===== src/design/vrp_fifo.sv =====
`timescale 1ns / 1ps
`default_nettype none
// Two-entry queue between front and back.
module vrp_fifo #(parameter int W = 8) (
    input  wire logic         clk,
    input  wire logic         rst_n,
    input  wire logic         in_valid,
    output logic              in_ready,
    input  wire logic [W-1:0] in_data,
    output logic              out_valid,
    input  wire logic         out_ready,
    output logic [W-1:0]      out_data
);
    logic [W-1:0] mem_reg [2];
    logic         wp_reg, rp_reg;
    logic [1:0]   cnt_reg;
    logic         wr, rd;

    assign in_ready  = cnt_reg != 2'd2;
    assign out_valid = cnt_reg != 2'd0;
    assign out_data  = mem_reg[rp_reg];
    assign wr = in_valid && in_ready;
    assign rd = out_valid && out_ready;

    always_ff @(posedge clk or negedge rst_n)
    begin
        if (!rst_n)
        begin
            wp_reg  <= 1'b0;
            rp_reg  <= 1'b0;
            cnt_reg <= 2'd0;
        end
        else
        begin
            if (wr) wp_reg <= !wp_reg;
            if (rd) rp_reg <= !rp_reg;
            cnt_reg <= cnt_reg + 2'(wr) - 2'(rd);
        end
    end

    always_ff @(posedge clk)
    begin
        if (wr)
            mem_reg[wp_reg] <= in_data;
    end

    a_cnt: assert property (@(posedge clk) disable iff (!rst_n) cnt_reg <= 2'd2)
        else $error("queue count out of range");
    a_full: assert property (@(posedge clk) disable iff (!rst_n)
        cnt_reg == 2'd2 |-> !in_ready)
        else $error("queue accepted while full");
    a_hold: assert property (@(posedge clk) disable iff (!rst_n)
        out_valid && !out_ready |=> out_valid && $stable(out_data))
        else $error("queue head changed while stalled");
endmodule
`default_nettype wire


===== config.mk =====
export PLATFORM = sky130hd
export DESIGN_NAME = vrp_fifo
export DESIGN_NICKNAME = d
export VERILOG_FILES = /design/src/design/vrp_fifo.sv
export SDC_FILE = /design/constraint.sdc
export NUM_CORES = 1
export LEC_CHECK = 0
export ABC_AREA = 1
export BUFFER_PORTS_ARGS = -buffer_cell sky130_fd_sc_hd__buf_4
export CORE_UTILIZATION = 53
export CTS_CLUSTER_DIAMETER = 120
export DETAILED_ROUTE_END_ITERATION = 10
export GPL_ROUTABILITY_DRIVEN = 0
export HOLD_SLACK_MARGIN = 0.06
export MAX_ROUTING_LAYER = met4
export PLACE_DENSITY_LB_ADDON = 0.05
export SKIP_LAST_GASP = 1
export SYNTH_ARGS = -nofsm -noshare
export SYNTH_HDL_FRONTEND = slang
export SYNTH_SLANG_ARGS = --single-unit

===== constraint.sdc =====
create_clock -name clk -period 2.2 [get_ports clk]
set_input_delay 0 -clock clk [delete_from_list [all_inputs] [get_ports clk]]
set_output_delay 0 -clock clk [all_outputs]
set_load 0.01 [all_outputs]

== Word-level counts from Yosys, hierarchy flattened ==
Memory sizes are Yosys's and may differ from the RTL's.
Index checks and enable logic that the tools add are counted.

* Register bits after elaboration: 4
* Bits in writable memories: 16
* Input port bits: 12
* Word-level logic and storage cells: 14
* Memories: 1

{| class="wikitable"
|+ Memories
! name !! depth !! width !! rd ports !! clocked after Yosys merged registers in !! write ports !! RTL line !! source
|-
| mem_reg || 2 || 8 || 1 || 0 || 1 || 14 || <nowiki>logic [W-1:0] mem_reg [2];</nowiki>
|}

* $add $sub $neg: 2
* Eq/ne operators: 1
* Mux-type cells: 2
* Reductions and logical operators: 5

{| class="wikitable"
|+ Operators with widths
! operator !! number
|-
| 2-bit by 1-bit adder with 2-bit output || 1
|-
| 1-bit logical AND || 2
|-
| 1-bit logical NOT || 2
|-
| 1-bit 2-to-1 mux || 2
|-
| 2-bit inequality test, second input constant || 1
|-
| 2-bit nonzero test || 1
|-
| 2-bit by 1-bit subtractor with 2-bit output || 1
|}

== Longest topological paths before layout ==
Gate-level depths: netlist of the first run.

* Depth after elaboration: 4
* Depth in mapped cells: 12
* Depth with buffers taken out: 12

== Worst setup path before layout of the first run ==
OpenSTA, ideal clock, no wires.

* Path type: register to register
* Start point: register cnt_reg[1]
* End point: memory mem_reg[0][0], enable pin
* Setup time: 0.370 ns
* Arrival time: 0.994 ns
* Required time: 1.830 ns
* Path slack: 0.836 ns
* Cell stages (with the launch flop): 4
* Path buffers: 0
* Period minus slack after synthesis: 1.364 ns
* Cells stage by stage: dfrtp_1 -> nand2_2 -> nand2_4 -> nor2_1

* Word-level cells in the longest chain between the ends: 4

{| class="wikitable"
|+ RTL lines
! item !! RTL line !! source
|-
| from (decl) || 16 || <nowiki>logic [1:0] cnt_reg;</nowiki>
|-
| from (signal assigned) || 37 || <nowiki>cnt_reg <= cnt_reg + 2'(wr) - 2'(rd);</nowiki>
|-
| 2-bit inequality test || 19 || <nowiki>assign in_ready = cnt_reg != 2'd2;</nowiki>
|-
| named net in_ready || 8 || <nowiki>output logic in_ready,</nowiki>
|-
| 1-bit logical AND || 22 || <nowiki>assign wr = in_valid && in_ready;</nowiki>
|-
| 1-bit 2-to-1 mux || 43 || <nowiki>if (wr)</nowiki>
|-
| 1-bit 2-to-1 mux (implied by the code) || 44 || <nowiki>mem_reg[wp_reg] <= in_data;</nowiki>
|-
| to (decl) || 14 ||
|}

The timed path passes the listed nets, and every way through them passes these cells.

== Final worst setup path of the first run ==
* Start point: register cnt_reg[0]
* End point: register cnt_reg[1]

* Word-level cells in the longest chain between the ends: 4
* Elaborated cells between the ends (all ways): 6

{| class="wikitable"
|+ RTL lines
! item !! RTL line
|-
| 2-bit inequality test || 19
|-
| 1-bit logical AND || 22
|-
| 2-bit by 1-bit adder with 2-bit output || 37
|-
| 2-bit by 1-bit subtractor with 2-bit output (*) || 37
|}

Every way passes the cells marked *; elsewhere a longest branch is shown, timed or not.
A chain may end at the register's enable or synchronous reset.

==> flow_summary_export.csv, run 1 <==
group,metric,value,unit
clocking,cts_resized,0,
global_route,grt_pass1_vias,616,
critical_path,critical_path.max_fanout,4,
clocking,cts.htree.levels,1,
critical_path,regToRegStartpoint,"cnt_reg[0]",
flow_run,cap_violations,0,
sta,clock.fmax,646.4,MHz
critical_path,reg2reg_depth,11,
sta,setup_viol,0,
die,ios,22,
global_route,track_usage,27.39,%
sta,tightest_slew,651.6,ps
sta,rsz0062_at_grt,"false",
synth,synth_top_cell_by_area,"edfxtp_1",
drt,drt_pass1_iterations,4,
critical_path,required,2390,ps
die,core-area,1366,um2
drt,wire_per_inst,15.06,um
sta,hold_viol,0,
clocking,cts_made_buffers,3,
critical_path,crit_path_end_kind,"flop",
drt,routed_via_density,5.211,
clocking,cts_hold_buf,11,
placement,port_buffers,21,
outcome,status,"complete, no violations",
sta,fin_crit_sh,70.32,%
worst_hold_path,min_from,"out_ready",
cells_and_area,layout.nets,122,
pwr,vdd_drop_max,909.4,uV
synth,synth-seq-cells,20,
drt,drc,0,
clocking,clock-root-buffer,"clkbuf_4",
sta,clock_skew,9.644,ps
die,die_h,41.38,um
critical_path,crit_start,"cnt_reg[0]",
cells_and_area,antenna_cells,0,
critical_path,crit_arrival,1740,ps
worst_hold_path,holdCritPathClass,"primary input to flop",
cells_and_area,area_growth,37.44,%
drt,drt_iter0_markers,27,
synth,synth_cell_type_count,15,
pwr,finalPower,1.349,mW
placement,hpwl,1.048,mm
global_route,grt_pass1_wl,2.760,mm
critical_path,worstSetupPathType,"flop to flop",
clocking,cts_tree,"built",
synth,synth_cells,73,
synth,synth_area_leaders,"edfxtp_1, nand2_1, dfrtp_1",
critical_path,critPathCapture,"cnt_reg[1]",
die,std_cell_rows,13,
synth,netlist_area,822.0,um2
clocking,cts_sinks,20,
cells_and_area,largest_reg_flops,16,
clocking,clkTransAtPathRegs,100,ps
synth,syn_avg_cell_area,11.26,um2
synth,yosys_warnings,0,
synth,synth_fp_nets,86,
cells_and_area,design_area,1130,um2
clocking,clockBufferDepth,2,
cells_and_area,layout-drive-gt1-share,30.56,%
die,die_area,1712,um2
global_route,antenna_found_initial,0,
pwr,leakage,0.5215,nW
sta,maxSlewViolCount,0,
critical_path,reg2reg_to,"cnt_reg[1]",
sta,tns,0,ps
pwr,power.density,1194,nW/um2
synth,yosysSeqAreaShare,70.62,%
clocking,clock_latency,290,ps
global_route,grt_max_degree,12,
die,initial_core_util,60.16,%
sta,post-route-min-period,1547,ps
critical_path,r2r_slack,650,ps
drt,vias,641,
cells_and_area,utilization,82.69,%
clocking,cts_setup_buffers,0,
global_route,grt_overflow,0,
drt,ant_nets,0,
synth,synth.top_cell.area_share,58.45,%
critical_path,startpoint_type,"flop",
sta,timing.slew.headroom,56.40,%
die,fp.dieW,41.38,um
placement,place_area,993.5,um2
drt,routed_wl,1.852,mm
area by class of cell:
cell class	instances	area [um2]
sequential	20	580.6
timing repair buffer	32	267.8
clock buffer	4	26.28
fill	81	236.5
multi-input combinational	44	206.4
inverter	8	30.03
tap	15	18.77
worst min path at each step:
stage	end	slack, ps	depth (start not counted)
global placement	cnt_reg[0]	-200	1
detailed placement	cnt_reg[0]	-200	1
finish	rp_reg	70	3
floorplan	cnt_reg[0]	-300	0
CTS	rp_reg	60	3
global route	rp_reg	80	3
worst max-delay path: stages, from the launching register on:
cell     delay [ps]
dfrtp_1         440
nor2_1          230
nor2_2           90
nand2_2          80
nand2_1          70
ha_1            200
inv_1            60
nand2_1          60
nand2_2          70
inv_1            40
nand2_1          70
nand2_1          50
cell families (layout without fill, tap and decap cells):
logic type	count (synthesis)	after routing	share of synthesized area [%]
AO/OA/AOI/OAI	2	2	1.216
XOR/XNOR	1	1	1.066
adder cells (fa/ha/maj)	1	1	1.522
buffers and inverters	9	44	4.261
flip-flops	20	20	70.62
AND/OR/NAND/NOR	40	40	21.31
cell usage after synthesis (all sizes together):
master / count
nand3: 2
a21oi: 1
o21ai: 1
inv: 8
ha: 1
nor2: 5
buf: 1
xor2: 1
edfxtp: 16
nand2: 33
dfrtp: 4
placed cells by master, fill, tap and decap left out:
master and n:
nand2_1 29, dfrtp_1 4, nand2_2 3, xor2_1 1
inv_2 2, nand3_1 2, inv_1 6, buf_4 21
nor2_1 2, edfxtp_1 16, nor2_2 3, nand2_4 1
clkbuf_1 1, ha_1 1, clkbuf_4 3, dlygate4sd3_1 11
o21ai_1 1, a21oi_1 1
report_power, final:
part / internal, mW / switching, mW / leakage, nW
clock network: 0.0705 / 0.105 / 0.0150
registers: 0.527 / 0.0748 / 0.195
logic: 0.239 / 0.334 / 0.311
stage by stage:
step	cells	hold WS [ps]	setup WS [ps]
global route	123	79.41	571.6
global placement	108	-201.2	729.9
floorplan	73	-295.6	836.1
detailed placement	108	-202.7	692.8
finish	123	66.05	653.0
CTS	123	60.43	682.5
routing by layer:
| metal | share of wire, % | wire length, um | up-vias | global-route usage (%) |
|---|---|---|---|---|
| li1 | - | - | 303 | - |
| met1 | 38 | 707 | 290 | 28.32 |
| met2 | 51 | 936 | 38 | 46.48 |
| met3 | 6.7 | 125 | 10 | 6.915 |
| met4 | 4.5 | 83 | 0 | 16.94 |
| met5 | 0 | 0 | - | - |
(Power assumes the default switching activity.)
==> run 2, diff against run 1 <==
Settings changed: CORE_UTILIZATION 53 to 44.
Clock period 2.2 ns to 1.3 ns, I/O delays scaled along.
==> run 2 against run 1 <==
Compared with the run above: the flow now finishes with violations (setup timing); non-clock buffer count rose by 15; sequential power rose by 74%; combinational power is 130% higher; cell count increased by 20%; fmax rose by 13%; clock-buffer cell count unchanged; via count up 2.3%; clock skew decreased by 8.8 ps; core utilization is 7.4 points lower; hold slack gained 1.3 ps; total power rose by 95%; clock power grew 61%.
==> flow_summary_export.csv, run 2 (synthesis gave the netlist of run 1 again) <==
group,metric,value,unit
die,initial_core_util,47.10,%
cells_and_area,layout_commonest_cell,"buf_4",
critical_path,worst-path-stages,11,
clocking,cts_sinks,20,
sta,post-route-min-period,1371,ps
drt,wire_per_inst,10.48,um
global_route,antenna_found_initial,0,
clocking,cts.htree.levels,1,
critical_path,cpPeakStageDelay,470,ps
drt,drt_pass1_iterations,4,
sta,hold_viol,0,
worst_hold_path,whs_path_depth,4,
sta,holdWs,67.38,ps
global_route,grt_overflow,0,
drt,routed_via_density,4.432,
sta,rsz0062_at_grt,"true",
die,die_h,45.23,um
cells_and_area,instances_no_fill,148,
sta,tightest_slew,239.4,ps
critical_path,required,1480,ps
critical_path,critical_path.max_fanout,4,
cells_and_area,area_growth,59.82,%
placement,place_area,1081,um2
pwr,finalPower,2.638,mW
sta,clock_skew,0.8387,ps
clocking,clkTransAtPathRegs,100,ps
critical_path,worstSetupPathType,"flop to flop",
global_route,grt_pass1_wl,2.359,mm
critical_path,crit_arrival,1550,ps
critical_path,crit_path_end_kind,"flop",
cells_and_area,antenna_cells,0,
drt,vias,656,
global_route,grt_max_degree,12,
critical_path,slowest_stage,"dfrtp_2",
outcome,status,"complete, but fails checks",
sta,clock.fmax,729.4,MHz
flow_run,cap_violations,0,
drt,drc,0,
placement,port_buffers,21,
die,core-area,1745,um2
die,die_area,2045,um2
placement,dpl.cell_count,126,
critical_path,crit_chain,"nor2_2 > nor2_2 > nand2_2 > nand2_1 > ha_2 > inv_1 > nand2_1 > nand2_2 > inv_1 > nand2_1 > nand2_1",
clocking,clock_latency,280,ps
cells_and_area,utilization,75.27,%
critical_path,startpoint_type,"flop",
clocking,clockBufferDepth,2,
critical_path,reg2reg_depth,11,
cells_and_area,most-common-layout-cells,"buf_4, nand2_1, edfxtp_1, dlygate4sd3_1, inv_1",
cells_and_area,layout.nets,137,
critical_path,path_delay_family,"simple AND/OR/NAND/NOR gates",
clocking,clock-root-buffer,"clkbuf_4",
sta,maxSlewViolCount,0,
die,std_cell_rows,15,
outcome,violations,"setup timing",
cells_and_area,largest_reg_flops,16,
pwr,power.density,2008,nW/um2
sta,finalWorstSetupSlack,-70.95,ps
die,ios,22,
cells_and_area,design_area,1314,um2
sta,fin_crit_sh,105.5,%
critical_path,path_common_cell,"nand2_1",
pwr,leakage,0.6064,nW
critical_path,r2r_slack,-70,ps
drt,ant_nets,0,
critical_path,worst-path-buf-inv,2,
cells_and_area,layout-drive-gt1-share,43.90,%
sta,timing.slew.headroom,83.99,%
drt,drt_iter0_markers,2,
worst_hold_path,holdCritPathClass,"primary input to flop",
cells_and_area,fill_cells,136,
sta,setup_viol,13,
clocking,cts_made_buffers,3,
placement,hpwl,997.7,um
clocking,cts_tree,"built",
global_route,track_usage,17.49,%
global_route,grt_pass1_vias,571,
drt,routed_wl,1.551,mm
pwr,vdd_drop_max,1307,uV
die,fp.dieW,45.23,um
run 2: path summary, 6_finish.rpt:
path                            start          to
setup / recovery           cnt_reg[1]  cnt_reg[1]
hold / removal              out_ready      rp_reg
setup reg to reg           cnt_reg[1]  cnt_reg[1]
hold reg to reg                wp_reg      wp_reg
max in group asynchronous       rst_n      rp_reg
min in group asynchronous       rst_n  cnt_reg[0]
run 2: what timing repair did:
| action | CTS | global route |
|---|---|---|
| gates resized for setup | 5 | 8 |
| buffers inserted | 6 | 1 |
| endpoints found under the setup margin | 2 | 20 |
| hold endpoints to repair | 21 | 0 |
| pin swaps | 4 | 1 |
| hold buffers | 11 | 0 |
run 2: layout make-up:
type	count	area (um2)	area share, %
Multi-Input combinational cell	44	232.7	17.71
Inverter	8	32.53	2.476
Sequential cell	20	583.1	44.38
Clock buffer	4	26.28	2.000
Tap cell	25	31.28	2.381
Timing Repair Buffer	47	407.9	31.05
run 2: worst reg2reg max path, delay by kind of cell, from the launching register on:
kind          cells  cell delay (ps)
simple gates      8              550
fa+ha+maj         1              170
flops             1              470
buf+inv           2               90
run 2: per-layer routing:
metal  track usage [%]  up-vias  routed length, um
li1                  -      335                  -
met1             19.05      301                630
met2             31.01       16                855
met3             2.800        4                 48
met4             7.879        0                 17
met5                 -        -                  0
run 2: stage by stage:
stage / worst slack (ps) / TNS, ps
floorplan: 1.808 / 0
global placement: -32.72 / -32.72
detailed placement: -63.90 / -63.90
CTS: -49.66 / -658.9
global route: -155.2 / -1342
finish: -70.95 / -374.7
run 2: power breakdown:
part | internal (mW) | switching (mW)
sequential | 0.897 | 0.151
clock | 0.119 | 0.163
combinational | 0.696 | 0.612
total | 1.71 | 0.926
==> run 3, diff against run 2 <==
Settings changed: ABC_CLOCK_PERIOD_IN_PS from default to 1700, CORE_UTILIZATION 44 to 53.
Clock period 1.3 ns to 1.7 ns, I/O delays scaled along.
==> run 3 against run 2 <==
Compared with the run above: the run now ends clean; wire length is 33% higher; fmax is 12% lower; design area is 13% lower; total power is 32% lower; largest power group is now sequential cells; highest routed layer unchanged.
==> flow_summary_export.csv, run 3 (synthesis gave the netlist of run 1 again) <==
group,metric,value,unit
outcome,status,"complete, no violations",
global_route,grt_pass1_wl,2.994,mm
global_route,grt_overflow,0,
critical_path,cpPeakStageDelay,460,ps
clocking,clockBufferDepth,2,
pwr,internal_power,1.092,mW
cells_and_area,fill_cells,77,
critical_path,crit_chain,"nor2_1 > nor2_2 > nand2_2 > nand2_1 > ha_1 > inv_1 > nand2_1 > nand2_2 > inv_1 > nand2_1 > nand2_1",
clocking,cts_tree,"built",
clocking,cts_resized,0,
drt,wire_per_inst,16.49,um
pwr,seqPwrFrac,44.2,%
critical_path,crit_arrival,1740,ps
sta,rsz0062_at_grt,"false",
sta,clock_skew,14.65,ps
pwr,switching_share,38.97,%
drt,ant_nets,0,
sta,tns,0,ps
critical_path,path_common_cell,"nand2_1",
pwr,vdd_drop_max,1083,uV
critical_path,worst-path-stages,11,
sta,maxSlewViolCount,0,
pwr,p_comb_share,42.6,%
die,std_cell_rows,13,
pwr,power.density,1559,nW/um2
cells_and_area,layout_commonest_cell,"nand2_1",
critical_path,worst-path-buf-inv,2,
clocking,cts.htree.levels,1,
global_route,grt_max_degree,12,
sta,clock.fmax,644.3,MHz
sta,tightest_slew,494.5,ps
worst_hold_path,holdCritPathClass,"primary input to flop",
die,fp.dieW,41.38,um
die,die_h,41.38,um
critical_path,startpoint_type,"flop",
clocking,cts_setup_buffers,0,
die,core-area,1366,um2
placement,port_buffers,21,
pwr,clkPwrFrac,13.2,%
cells_and_area,antenna_cells,0,
worst_hold_path,whs_path_depth,2,
critical_path,critical_path.max_fanout,4,
cells_and_area,area_growth,39.57,%
global_route,antenna_found_initial,0,
global_route,track_usage,29.99,%
cells_and_area,layout-drive-gt1-share,30.91,%
pwr,leakage,0.5309,nW
sta,post-route-min-period,1552,ps
cells_and_area,most-common-layout-cells,"nand2_1, buf_4, edfxtp_1, dlygate4sd3_1, inv_1",
critical_path,reg2reg_depth,11,
clocking,cts_sinks,20,
pwr,switchingPower,0.6971,mW
clocking,cts_hold_buf,12,
die,initial_core_util,60.16,%
clocking,cts_made_buffers,3,
drt,drc,0,
critical_path,slowest_stage,"dfrtp_1",
clocking,clkTransAtPathRegs,120,ps
critical_path,required,1890,ps
die,die_area,1712,um2
drt,drt_pass1_iterations,4,
drt,drt_iter0_markers,38,
sta,hold_viol,0,
cells_and_area,layout.nets,124,
cells_and_area,utilization,83.97,%
global_route,grt_pass1_vias,610,
drt,routed_wl,2.061,mm
clocking,clock_latency,300,ps
sta,setup_viol,0,
sta,fin_crit_sh,91.31,%
die,ios,22,
drt,vias,651,
clocking,clock-root-buffer,"clkbuf_4",
critical_path,worstSetupPathType,"flop to flop",
cells_and_area,largest_reg_flops,16,
flow_run,cap_violations,0,
sta,timing.slew.headroom,67.00,%
critical_path,crit_path_end_kind,"flop",
placement,hpwl,1.013,mm
critical_path,path_delay_family,"simple AND/OR/NAND/NOR gates",
drt,routed_via_density,5.208,
-- run 3: changes by cell type in the layout (fill, tap and decap cells not counted), moves of 2 or more --
| cell | change |
|---|---|
| nor2_4 | -2 |
| buf_4 | -9 |
| buf_6 | -4 |
| dfrtp_1 | +2 |
| dfrtp_2 | -2 |
| nor2_1 | +2 |
-- run 3: power by group through the flow --
| stage | clock, mW | combinational, mW | sequential (mW) |
|---|---|---|---|
| 3_3_place_gp | 0 | 0.671 | 0.781 |
| 4_1_cts | 0.229 | 0.724 | 0.777 |
| 3_5_place_dp | 0 | 0.699 | 0.788 |
| 5_1_grt | 0.250 | 0.848 | 0.803 |
| 2_1_floorplan | 0 | 0.437 | 0.740 |
| 6_report | 0.236 | 0.762 | 0.790 |
-- run 3: final timing paths --
check,startpoint,to,slack [ps]
setup / recovery,cnt_reg[0],cnt_reg[1],150
hold / removal,in_data[2],mem_reg[1][2],420
setup reg to reg,cnt_reg[0],cnt_reg[1],150
hold reg to reg,wp_reg,wp_reg,550
max in group asynchronous,rst_n,rp_reg,850
min in group asynchronous,rst_n,wp_reg,670
-- run 3: layout make-up --
| cell class | count | area [um2] | share of cell area [%] |
|---|---|---|---|
| well taps | 15 | 18.77 | 1.636 |
| repair buffers | 34 | 285.3 | 24.86 |
| inverters | 8 | 30.03 | 2.617 |
| flip-flops and latches | 20 | 580.6 | 50.60 |
| clock buffers | 4 | 26.28 | 2.290 |
| multi-input cells | 44 | 206.4 | 17.99 |
-- run 3: worst reg2reg max path, delay by kind of cell, from the launching register on --
family	cells	cell delay (ps)
buffers and inverters	2	100
and+or+nand+nor	8	710
adders and majority gates	1	200
DFF	1	460
-- run 3: metal layers --
| metal | GRT usage, % | wire length [um] | up-vias |
|---|---|---|---|
| met3 | 9.574 | 141 | 4 |
| met5 | - | 0 | - |
| met4 | 8.065 | 31 | 0 |
| met2 | 49.61 | 1019 | 36 |
| li1 | - | - | 307 |
| met1 | 35.48 | 869 | 304 |
-- run 3: metrics by stage --
step | std cells | worst slack [ps] | instance area (um2) | total power [mW] | hold slack (ps)
after global placement | 109 | 318.8 | 1001 | 1.451 | -200.2
after detailed placement | 109 | 302.7 | 1001 | 1.487 | -201.0
after global routing | 125 | 58.79 | 1147 | 1.901 | 415.4
after CTS | 125 | 284.6 | 1147 | 1.730 | 421.0
final | 125 | 147.8 | 1147 | 1.789 | 420.3
after floorplan | 73 | 336.1 | 822.0 | 1.178 | -295.6
